**config.mk**
```make
export PLATFORM = sky130hd
export DESIGN_NAME = delay_window_min_tracker
export DESIGN_NICKNAME = d
export VERILOG_FILES = /design/src/rtl/core/dwmt_pkg.sv /design/src/rtl/core/delay_window_min_tracker.sv
export SDC_FILE = /design/constraint.sdc
export NUM_CORES = 2
export LEC_CHECK = 0
export BUFFER_PORTS_ARGS = -buffer_cell sky130_fd_sc_hd__buf_4
export CORE_MARGIN = 4
export CORE_UTILIZATION = 50
export CTS_BUF_LIST = sky130_fd_sc_hd__clkbuf_4 sky130_fd_sc_hd__clkbuf_8
export DETAILED_ROUTE_END_ITERATION = 7
export MAX_ROUTING_LAYER = met4
export PLACE_DENSITY = 0.68
export SYNTH_ARGS = -nofsm -noshare
export SYNTH_HDL_FRONTEND = slang
export SYNTH_SLANG_ARGS = --single-unit
```
**constraint.sdc**
```tcl
create_clock -name clock -period 8.75 [get_ports clock]
set_clock_uncertainty 0.15 [all_clocks]
set_input_delay 0.4375 -clock clock [delete_from_list [all_inputs] [get_ports clock]]
set_output_delay 0.4375 -clock clock [all_outputs]
set_load 0.05 [all_outputs]
```
**src/rtl/core/dwmt_pkg.sv**
```systemverilog
// Shared types and constants for the delay window min tracker.
// Standalone package; used by delay_window_min_tracker.
`default_nettype none

package dwmt_pkg;

   // Field widths
   localparam int RTT_W   = 32;
   localparam int NOW_W   = 48;
   localparam int DELAY_W = 22;
   localparam int IVL_W   = 32;

   // Default ring lengths
   localparam int DEF_HISTORY_LEN = 10;
   localparam int DEF_FILTER_LEN  = 4;

   // Reset value of the rollover interval, 60 s in ms
   localparam logic [IVL_W-1:0] INTERVAL_RESET = 32'd60000;

   // floor(x / 1000) == (x * RECIP_1000) >> RECIP_SHIFT for 0 <= x < 2^31
   localparam logic [31:0] RECIP_1000  = 32'd2199023256;
   localparam int          RECIP_SHIFT = 41;
   localparam int          PROD_W      = 63;

   // Larger than any delay the block can hold; seeds a rescan
   localparam logic [DELAY_W-1:0] DELAY_MAX = '1;

   typedef struct packed {
      logic signed [RTT_W-1:0] rtt_us;
      logic [NOW_W-1:0]        now_ms;
   } req_beat_type;

   typedef struct packed {
      logic               sample_taken;
      logic               current_valid;
      logic [DELAY_W-1:0] current_delay_ms;
      logic               base_valid;
      logic [DELAY_W-1:0] base_delay_ms;
      logic [DELAY_W-1:0] queue_delay_ms;
   } rsp_beat_type;

   typedef enum logic [3:0] {
      ST_IDLE,
      ST_SCALE,
      ST_RPUSH,
      ST_RSCAN,
      ST_ROLL,
      ST_HPUSH,
      ST_HLAST,
      ST_HMIN,
      ST_HSCAN,
      ST_DONE
   } state_type;

endpackage

`default_nettype wire

```
**src/rtl/core/delay_window_min_tracker.sv**
```systemverilog
// Delay window min tracker: recent and base round-trip minimum filter.
// Depends on dwmt_pkg for beat types, state encoding and constants.
//
// Each request beat carries a round trip in us and a time in ms and yields exactly one
// response beat. A non-positive round trip is ignored. A positive one is scaled to ms by
// a reciprocal multiply, pushed into the recent ring (FILTER_LEN entries) and folded
// into the base history (HISTORY_LEN slots, one per rollover interval); a rescan of the
// recent ring follows when its minimum is evicted, and a rescan of the history when the
// history minimum is evicted. The rescans step one slot per cycle through a single
// shared comparator. req_stall stays high while a beat is in work; the response sits in
// an output register, so the next request can be taken while it waits on rsp_stall.
// Write csr_wr_data to set the rollover interval only while idle; there is no clearing
// pass after reset.
`default_nettype none

module delay_window_min_tracker #(
   parameter int HISTORY_LEN = dwmt_pkg::DEF_HISTORY_LEN,
   parameter int FILTER_LEN  = dwmt_pkg::DEF_FILTER_LEN
) (
   input  wire                             clock,
   input  wire                             reset,
   input  wire                             req_valid,
   output logic                            req_stall,
   input  dwmt_pkg::req_beat_type          req_beat,
   output logic                            rsp_valid,
   input  wire                             rsp_stall,
   output dwmt_pkg::rsp_beat_type          rsp_beat,
   input  wire                             csr_wr_en,
   input  wire [dwmt_pkg::IVL_W-1:0]       csr_wr_data
);

   localparam int R_SLOTS = FILTER_LEN + 1;
   localparam int H_SLOTS = HISTORY_LEN + 1;
   localparam int RIDX_W  = $clog2(R_SLOTS);
   localparam int HIDX_W  = $clog2(H_SLOTS);
   localparam int SCAN_W  = (RIDX_W > HIDX_W) ? RIDX_W : HIDX_W;
   localparam logic [RIDX_W-1:0] R_LAST = RIDX_W'(R_SLOTS - 1);
   localparam logic [HIDX_W-1:0] H_LAST = HIDX_W'(H_SLOTS - 1);
   localparam int DW = dwmt_pkg::DELAY_W;

   function automatic logic [RIDX_W-1:0] r_next(input logic [RIDX_W-1:0] idx);
      r_next = (idx == R_LAST) ? '0 : idx + 1'b1;
   endfunction

   function automatic logic [HIDX_W-1:0] h_next(input logic [HIDX_W-1:0] idx);
      h_next = (idx == H_LAST) ? '0 : idx + 1'b1;
   endfunction

   // Sample stores
   logic [DW-1:0] r_mem [R_SLOTS];
   logic [DW-1:0] h_mem [H_SLOTS];

   // Sequencer and beat registers
   dwmt_pkg::state_type    state_ff, state_in;
   dwmt_pkg::req_beat_type req_ff;
   logic                   taken_ff;
   logic [DW-1:0]          ms_ff;

   // Recent ring
   logic [RIDX_W-1:0] r_head_ff, r_tail_ff, r_min_slot_ff;
   logic [DW-1:0]     r_min_val_ff;
   logic [DW-1:0]     r_rd_ff;

   // Base history
   logic [HIDX_W-1:0] h_head_ff, h_tail_ff, h_min_slot_ff;
   logic [DW-1:0]     h_min_val_ff;
   logic [DW-1:0]     h_last_val_ff;
   logic [DW-1:0]     h_rd_ff;
   logic [dwmt_pkg::NOW_W-1:0] roll_start_ff;
   logic [dwmt_pkg::IVL_W-1:0] interval_ff;

   // Rescan pipeline
   logic [SCAN_W-1:0] scan_idx_ff;
   logic              scan_issue_ff;
   logic [SCAN_W-1:0] rd_idx_ff;
   logic              rd_vld_ff;

   // Response register
   logic                   rsp_valid_ff;
   dwmt_pkg::rsp_beat_type rsp_ff;

   // Shared comparator
   logic [DW-1:0] cmp_a, cmp_b;
   logic          cmp_lt;

   // Control decode
   logic                   req_take;
   logic                   rsp_load;
   logic                   sample_pos;
   logic [dwmt_pkg::PROD_W-1:0] prod;
   logic                   r_empty, r_full_after, r_rescan;
   logic [RIDX_W-1:0]      r_tail_nx, r_head_nx;
   logic                   h_empty, h_full_after, h_rescan;
   logic [HIDX_W-1:0]      h_tail_nx, h_head_nx, h_last_idx;
   logic [dwmt_pkg::NOW_W-1:0] start_eff, elapsed;
   logic                   roll_due, h_do_push;
   logic [SCAN_W-1:0]      scan_next, scan_end;
   logic                   scan_done;
   dwmt_pkg::rsp_beat_type rsp_in;

   assign cmp_lt = cmp_a < cmp_b;

   assign sample_pos = !req_beat.rtt_us[dwmt_pkg::RTT_W-1] && (req_beat.rtt_us != '0);
   assign prod = dwmt_pkg::PROD_W'(req_ff.rtt_us[dwmt_pkg::RTT_W-2:0])
               * dwmt_pkg::PROD_W'(dwmt_pkg::RECIP_1000);

   // Ring bookkeeping
   assign r_empty      = r_head_ff == r_tail_ff;
   assign r_tail_nx    = r_next(r_tail_ff);
   assign r_head_nx    = r_next(r_head_ff);
   assign r_full_after = r_tail_nx == r_head_ff;
   assign r_rescan     = !r_empty && r_full_after && !cmp_lt && (r_min_slot_ff == r_head_ff);

   assign h_empty      = h_head_ff == h_tail_ff;
   assign h_tail_nx    = h_next(h_tail_ff);
   assign h_head_nx    = h_next(h_head_ff);
   assign h_full_after = h_tail_nx == h_head_ff;
   assign h_rescan     = !h_empty && h_full_after && !cmp_lt && (h_min_slot_ff == h_head_ff);
   assign h_last_idx   = (h_tail_ff == '0) ? H_LAST : h_tail_ff - 1'b1;

   // Rollover test: latch the start on first use, then compare elapsed time
   assign start_eff = (roll_start_ff == '0) ? req_ff.now_ms : roll_start_ff;
   assign elapsed   = req_ff.now_ms - start_eff;
   assign roll_due  = elapsed > dwmt_pkg::NOW_W'(interval_ff);
   assign h_do_push = h_empty || roll_due;

   // Rescan index stepping
   always_comb begin
      if (state_ff == dwmt_pkg::ST_RSCAN) begin
         scan_next = SCAN_W'(r_next(scan_idx_ff[RIDX_W-1:0]));
         scan_end  = SCAN_W'(r_tail_ff);
      end else begin
         scan_next = SCAN_W'(h_next(scan_idx_ff[HIDX_W-1:0]));
         scan_end  = SCAN_W'(h_tail_ff);
      end
   end
   assign scan_done = rd_vld_ff && !scan_issue_ff;

   assign rsp_load = (state_ff == dwmt_pkg::ST_DONE) && (!rsp_valid_ff || !rsp_stall);

   // Next state
   always_comb begin
      state_in = state_ff;
      case (state_ff)
         dwmt_pkg::ST_IDLE: begin
            if (req_valid) begin
               state_in = sample_pos ? dwmt_pkg::ST_SCALE : dwmt_pkg::ST_DONE;
            end
         end
         dwmt_pkg::ST_SCALE: state_in = dwmt_pkg::ST_RPUSH;
         dwmt_pkg::ST_RPUSH: state_in = r_rescan ? dwmt_pkg::ST_RSCAN : dwmt_pkg::ST_ROLL;
         dwmt_pkg::ST_RSCAN: begin
            if (scan_done) begin
               state_in = dwmt_pkg::ST_ROLL;
            end
         end
         dwmt_pkg::ST_ROLL:  state_in = h_do_push ? dwmt_pkg::ST_HPUSH : dwmt_pkg::ST_HLAST;
         dwmt_pkg::ST_HPUSH: state_in = h_rescan ? dwmt_pkg::ST_HSCAN : dwmt_pkg::ST_DONE;
         dwmt_pkg::ST_HLAST: state_in = cmp_lt ? dwmt_pkg::ST_HMIN : dwmt_pkg::ST_DONE;
         dwmt_pkg::ST_HMIN:  state_in = dwmt_pkg::ST_DONE;
         dwmt_pkg::ST_HSCAN: begin
            if (scan_done) begin
               state_in = dwmt_pkg::ST_DONE;
            end
         end
         dwmt_pkg::ST_DONE: begin
            if (rsp_load) begin
               state_in = dwmt_pkg::ST_IDLE;
            end
         end
         default: state_in = dwmt_pkg::ST_IDLE;
      endcase
   end

   // State outputs: handshake and comparator operand select
   always_comb begin
      req_stall = (state_ff != dwmt_pkg::ST_IDLE);
      cmp_a     = ms_ff;
      cmp_b     = r_min_val_ff;
      case (state_ff)
         dwmt_pkg::ST_RPUSH: begin
            cmp_a = ms_ff;
            cmp_b = r_min_val_ff;
         end
         dwmt_pkg::ST_RSCAN: begin
            cmp_a = r_rd_ff;
            cmp_b = r_min_val_ff;
         end
         dwmt_pkg::ST_HPUSH: begin
            cmp_a = ms_ff;
            cmp_b = h_min_val_ff;
         end
         dwmt_pkg::ST_HLAST: begin
            cmp_a = ms_ff;
            cmp_b = h_last_val_ff;
         end
         dwmt_pkg::ST_HMIN: begin
            cmp_a = ms_ff;
            cmp_b = h_min_val_ff;
         end
         dwmt_pkg::ST_HSCAN: begin
            cmp_a = h_rd_ff;
            cmp_b = h_min_val_ff;
         end
         default: begin
            cmp_a = ms_ff;
            cmp_b = r_min_val_ff;
         end
      endcase
   end
   assign req_take = req_valid && !req_stall;

   // Sequencer state
   always_ff @(posedge clock) begin
      if (reset) begin
         state_ff <= dwmt_pkg::ST_IDLE;
      end else begin
         state_ff <= state_in;
      end
   end

   // Configuration register
   always_ff @(posedge clock) begin
      if (reset) begin
         interval_ff <= dwmt_pkg::INTERVAL_RESET;
      end else if (csr_wr_en) begin
         interval_ff <= csr_wr_data;
      end
   end

   // Capture the request beat and scale to ms
   always_ff @(posedge clock) begin
      if (req_take) begin
         req_ff   <= req_beat;
         taken_ff <= sample_pos;
      end
      if (state_ff == dwmt_pkg::ST_SCALE) begin
         ms_ff <= prod[dwmt_pkg::RECIP_SHIFT +: DW];
      end
   end

   // Recent store: write on push, registered read during rescan
   always_ff @(posedge clock) begin
      if (state_ff == dwmt_pkg::ST_RPUSH) begin
         r_mem[r_tail_ff] <= ms_ff;
      end
      if (state_ff == dwmt_pkg::ST_RSCAN && scan_issue_ff) begin
         r_rd_ff <= r_mem[scan_idx_ff[RIDX_W-1:0]];
      end
   end

   // History store: write on push or last-slot update, registered read during rescan
   always_ff @(posedge clock) begin
      if (state_ff == dwmt_pkg::ST_HPUSH) begin
         h_mem[h_tail_ff] <= ms_ff;
      end else if (state_ff == dwmt_pkg::ST_HLAST && cmp_lt) begin
         h_mem[h_last_idx] <= ms_ff;
      end
      if (state_ff == dwmt_pkg::ST_HSCAN && scan_issue_ff) begin
         h_rd_ff <= h_mem[scan_idx_ff[HIDX_W-1:0]];
      end
   end

   // Minimum values and last-slot value
   always_ff @(posedge clock) begin
      case (state_ff)
         dwmt_pkg::ST_RPUSH: begin
            if (r_empty || cmp_lt) begin
               r_min_val_ff <= ms_ff;
            end else if (r_rescan) begin
               r_min_val_ff <= dwmt_pkg::DELAY_MAX;
            end
         end
         dwmt_pkg::ST_RSCAN: begin
            if (rd_vld_ff && cmp_lt) begin
               r_min_val_ff <= r_rd_ff;
            end
         end
         dwmt_pkg::ST_HPUSH: begin
            h_last_val_ff <= ms_ff;
            if (h_empty || cmp_lt) begin
               h_min_val_ff <= ms_ff;
            end else if (h_rescan) begin
               h_min_val_ff <= dwmt_pkg::DELAY_MAX;
            end
         end
         dwmt_pkg::ST_HLAST: begin
            if (cmp_lt) begin
               h_last_val_ff <= ms_ff;
            end
         end
         dwmt_pkg::ST_HMIN: begin
            if (cmp_lt) begin
               h_min_val_ff <= ms_ff;
            end
         end
         dwmt_pkg::ST_HSCAN: begin
            if (rd_vld_ff && cmp_lt) begin
               h_min_val_ff <= h_rd_ff;
            end
         end
         default: begin
         end
      endcase
   end

   // Ring pointers, min slots, rollover start and rescan control
   always_ff @(posedge clock) begin
      if (reset) begin
         r_head_ff     <= '0;
         r_tail_ff     <= '0;
         r_min_slot_ff <= '0;
         h_head_ff     <= '0;
         h_tail_ff     <= '0;
         h_min_slot_ff <= '0;
         roll_start_ff <= '0;
         scan_idx_ff   <= '0;
         scan_issue_ff <= 1'b0;
         rd_idx_ff     <= '0;
         rd_vld_ff     <= 1'b0;
      end else begin
         case (state_ff)
            dwmt_pkg::ST_RPUSH: begin
               r_tail_ff <= r_tail_nx;
               if (r_empty || cmp_lt) begin
                  r_min_slot_ff <= r_tail_ff;
               end
               // Drop the oldest slot once the ring wraps onto it
               if (!r_empty && r_full_after) begin
                  r_head_ff <= r_head_nx;
               end
               if (r_rescan) begin
                  scan_idx_ff   <= SCAN_W'(r_head_nx);
                  scan_issue_ff <= 1'b1;
                  rd_vld_ff     <= 1'b0;
               end
            end
            dwmt_pkg::ST_ROLL: begin
               roll_start_ff <= (!h_empty && roll_due) ? req_ff.now_ms : start_eff;
            end
            dwmt_pkg::ST_HPUSH: begin
               h_tail_ff <= h_tail_nx;
               if (h_empty || cmp_lt) begin
                  h_min_slot_ff <= h_tail_ff;
               end
               if (!h_empty && h_full_after) begin
                  h_head_ff <= h_head_nx;
               end
               if (h_rescan) begin
                  scan_idx_ff   <= SCAN_W'(h_head_nx);
                  scan_issue_ff <= 1'b1;
                  rd_vld_ff     <= 1'b0;
               end
            end
            dwmt_pkg::ST_HMIN: begin
               if (cmp_lt) begin
                  h_min_slot_ff <= h_last_idx;
               end
            end
            dwmt_pkg::ST_RSCAN, dwmt_pkg::ST_HSCAN: begin
               // Issue one read per cycle, compare the one returned last cycle
               rd_vld_ff <= scan_issue_ff;
               rd_idx_ff <= scan_idx_ff;
               if (scan_issue_ff) begin
                  scan_idx_ff <= scan_next;
                  if (scan_next == scan_end) begin
                     scan_issue_ff <= 1'b0;
                  end
               end
               if (rd_vld_ff && cmp_lt) begin
                  if (state_ff == dwmt_pkg::ST_RSCAN) begin
                     r_min_slot_ff <= rd_idx_ff[RIDX_W-1:0];
                  end else begin
                     h_min_slot_ff <= rd_idx_ff[HIDX_W-1:0];
                  end
               end
            end
            default: begin
            end
         endcase
      end
   end

   // Build the response beat from the current state
   always_comb begin
      rsp_in.sample_taken     = taken_ff;
      rsp_in.current_valid    = !r_empty;
      rsp_in.current_delay_ms = r_empty ? '0 : r_min_val_ff;
      rsp_in.base_valid       = !h_empty;
      rsp_in.base_delay_ms    = h_empty ? '0 : h_min_val_ff;
      rsp_in.queue_delay_ms   = '0;
      if (!r_empty && !h_empty && (r_min_val_ff > h_min_val_ff)) begin
         rsp_in.queue_delay_ms = r_min_val_ff - h_min_val_ff;
      end
   end

   // Response register: hold until taken
   always_ff @(posedge clock) begin
      if (reset) begin
         rsp_valid_ff <= 1'b0;
      end else if (rsp_load) begin
         rsp_valid_ff <= 1'b1;
      end else if (!rsp_stall) begin
         rsp_valid_ff <= 1'b0;
      end
   end

   always_ff @(posedge clock) begin
      if (rsp_load) begin
         rsp_ff <= rsp_in;
      end
   end

   assign rsp_valid = rsp_valid_ff;
   assign rsp_beat  = rsp_ff;

endmodule

`default_nettype wire
```
==> run metrics <==
Fillers=roughly 7700; final WL=117 mm; routability cong.=roughly 0.93; htree depth=3; Post-DP HPWL=approximately 85 mm; Synth Flop Type=edfxtp_1; EDFF count, synth=roughly 630; Iter 0 DRT Violations=2400; final setup fails=0; Area Growth Syn to Fin=15.1%; wire length per cell=~20 µm; largest net degree at the start of global routing=70; share of cells above drive strength 1=0.156; min Tclk post-route=8.36 ns; fin nets=about 5300; FMAX=roughly 120 MHz; Worst path most repeated cell=fa_1; register area share after synthesis=0.444; Die Ht=318 µm; post-synth top area share=0.395; die footprint=0.101 mm²; Slew Limit Fails=0; Gate Count Post-Synth=between 3000 and 4000; worst min-delay path class=in2reg; via count=about 32000; buffers added on ports=around 190; global-route wire length before repair=~180 mm; Slew headroom=0.191; register area=~0.021 mm²; average cell area after synthesis=~12 µm²; # IOs=between 150 and 200; Core Rows=between 100 and 150; remaining global-route overflow=0; Final period util=0.956; Top delay family on crit path=adder cells; min-delay src=csr_wr_en; worst r2r path cells=28; CTS tree=built; DP Cell Count=~5400; crit path launch type=register; status=complete, no violations; Worst Path Max Fanout=8; Final Non-Filler Cells=5730; Max Root-Sink Buffers=3; CP endpoint kind=register; Critical Path Source=req_ff[54]; Crit path depth=28; Arr. time, crit path=around 8.7 ns; Root Buffer=clkbuf_8; WP data required=approximately 9.1 ns; Netlist cell types=between 80 and 90; buffers and inverters on the worst path=5; Synth area leader=edfxtp_1; Yosys reg bits=~750; Clock Sink Count=749; worst slew pin tran=between 1 and 1.5 ns; Skew-Pair Late Insertion Delay=~0.77 ns; cell count of the worst hold path=3; die width=~320 µm; multi-input logic area=roughly 0.024 mm²; r2r startpoint=req_ff[54]; crit path kind=reg2reg; number of routed nets with antenna violations=0; Ys Warns=0; FFs w/ async S/R, synth=0; Max stage delay on crit path=0.72 ns; GRT Total Usage=0.238; initial antenna violation count=2; Final Hold Viols=0; Clock transition at path regs=0.06 ns; setup TNS=0 ns; Via density=roughly 5.6; Area contributors post-synth=edfxtp_1 (40%), ha_1 (13%), fa_1 (12%); DRT Pass-1 Iters=6; mapped cell area=around 0.048 mm²; top-count cell post-synth=edfxtp_1; Core Region=about 0.095 mm²; Post-synth top cells=edfxtp_1 (633), inv_1 (591), ha_1 (509); RSZ-0062 raised after global routing=no; Post-Syn Nets=4878; Starting Density=0.505; Slowest cell on crit path=edfxtp_1; TritonCTS Buffers=120; vias in the first global route=32900; drc violations=0; # Max-Cap Violations=0
## repair_timing
item                                    4_1_cts  5_1_grt
buffers inserted                              0        8
hold buffers                                119        0
endpoints found under the setup margin        0       53
resized for setup                             0       14
hold endpoints to repair                    114        0
## cells by family (layout without fill, tap and decap cells)
group | after synthesis | in the layout | synth area share
xor gates and xnor gates | 88 | 88 | 0.0160
other | 0 | 2 | 0
and+or+nand+nor | 762 | 762 | 0.0765
muxes | 173 | 173 | 0.0601
DFF | 749 | 749 | 0.444
adders and majority gates | 800 | 800 | 0.253
buffers and inverters | 738 | 1237 | 0.0586
AOI/OAI and AO/OA | 654 | 654 | 0.0919
## layout make-up
class | instances | area share
multi-input combinational | 2477 | 0.436
sequential | 749 | 0.386
timing repair buffer | 422 | 0.0636
inverter | 594 | 0.0403
clock buffer | 163 | 0.0358
tap | 1265 | 0.0286
clock inverter | 58 | 0.00934
antenna | 2 | 0.0000905
## worst min-delay path, stage by stage
cell and delay [ns]:
buf_4 0.28, nand2_1 0.11, o211ai_1 0.07
## placed cells by master (no fill, tap or decap), drive strengths merged, types with 11 or more instances in the layout
cell           n
edfxtp       633
inv          598
ha           509
buf          303
fa           288
nand2        213
a21oi        192
nor2         181
clkbuf       163
dlygate4sd3  119
dfxtp        116
nand3         92
o21ai         91
mux4          88
a21o          82
a22o          70
xnor2         52
nor3          52
mux2          46
clkinv        44
mux2i         39
xor2          36
nor4          36
nand4         34
nor2b         31
and2          27
a31oi         27
o22a          26
nand2b        24
and3          21
o211ai        19
a211oi        19
o21a          17
or3           13
o21bai        12
a2111oi       11
## registers in the layout, summed over array words and instances, names as in the netlist, 22 cells and up
| signal | flops |
|---|---|
| h_rd_ff | 22 |
| h_min_val_ff | 22 |
| h_mem | 242 |
| r_mem | 110 |
| ms_ff | 22 |
| interval_ff | 32 |
| req_ff | 79 |
| roll_start_ff | 48 |
| rsp_beat | 69 |
| r_rd_ff | 22 |
| r_min_val_ff | 22 |
| h_last_val_ff | 22 |
## path summary, 6_finish.rpt
path                     to  slack (ns)
max               ms_ff[21]        0.39
min          interval_ff[6]        0.08
max reg2reg       ms_ff[21]        0.39
min reg2reg    rsp_beat[68]        0.28
## routing by layer
metal,global-route usage,part of all wire,vias to the layer above
li1,-,-,15000
met1,0.312,0.43,15700
met2,0.380,0.48,1010
met3,0.0411,0.061,204
met4,0.0766,0.029,0
met5,-,0,-
## stage by stage
stage | util | area, µm² | setup slack, ns | hold WS [ns]
2_1_floorplan | - | 48100 | 0.936 | 0.250
3_3_place_gp | 0.541 | 51500 | 0.403 | 0.263
3_5_place_dp | 0.541 | 51500 | 0.141 | 0.270
4_1_cts | 0.580 | 55200 | 0.0755 | 0.00804
5_1_grt | 0.581 | 55300 | 0.00247 | 0.0466
6_report | 0.581 | 55300 | 0.386 | 0.0778
Power is left out: the tool's default activity adds up to more than one toggle a clock period on the data nets, which glitch-free logic cannot reach.
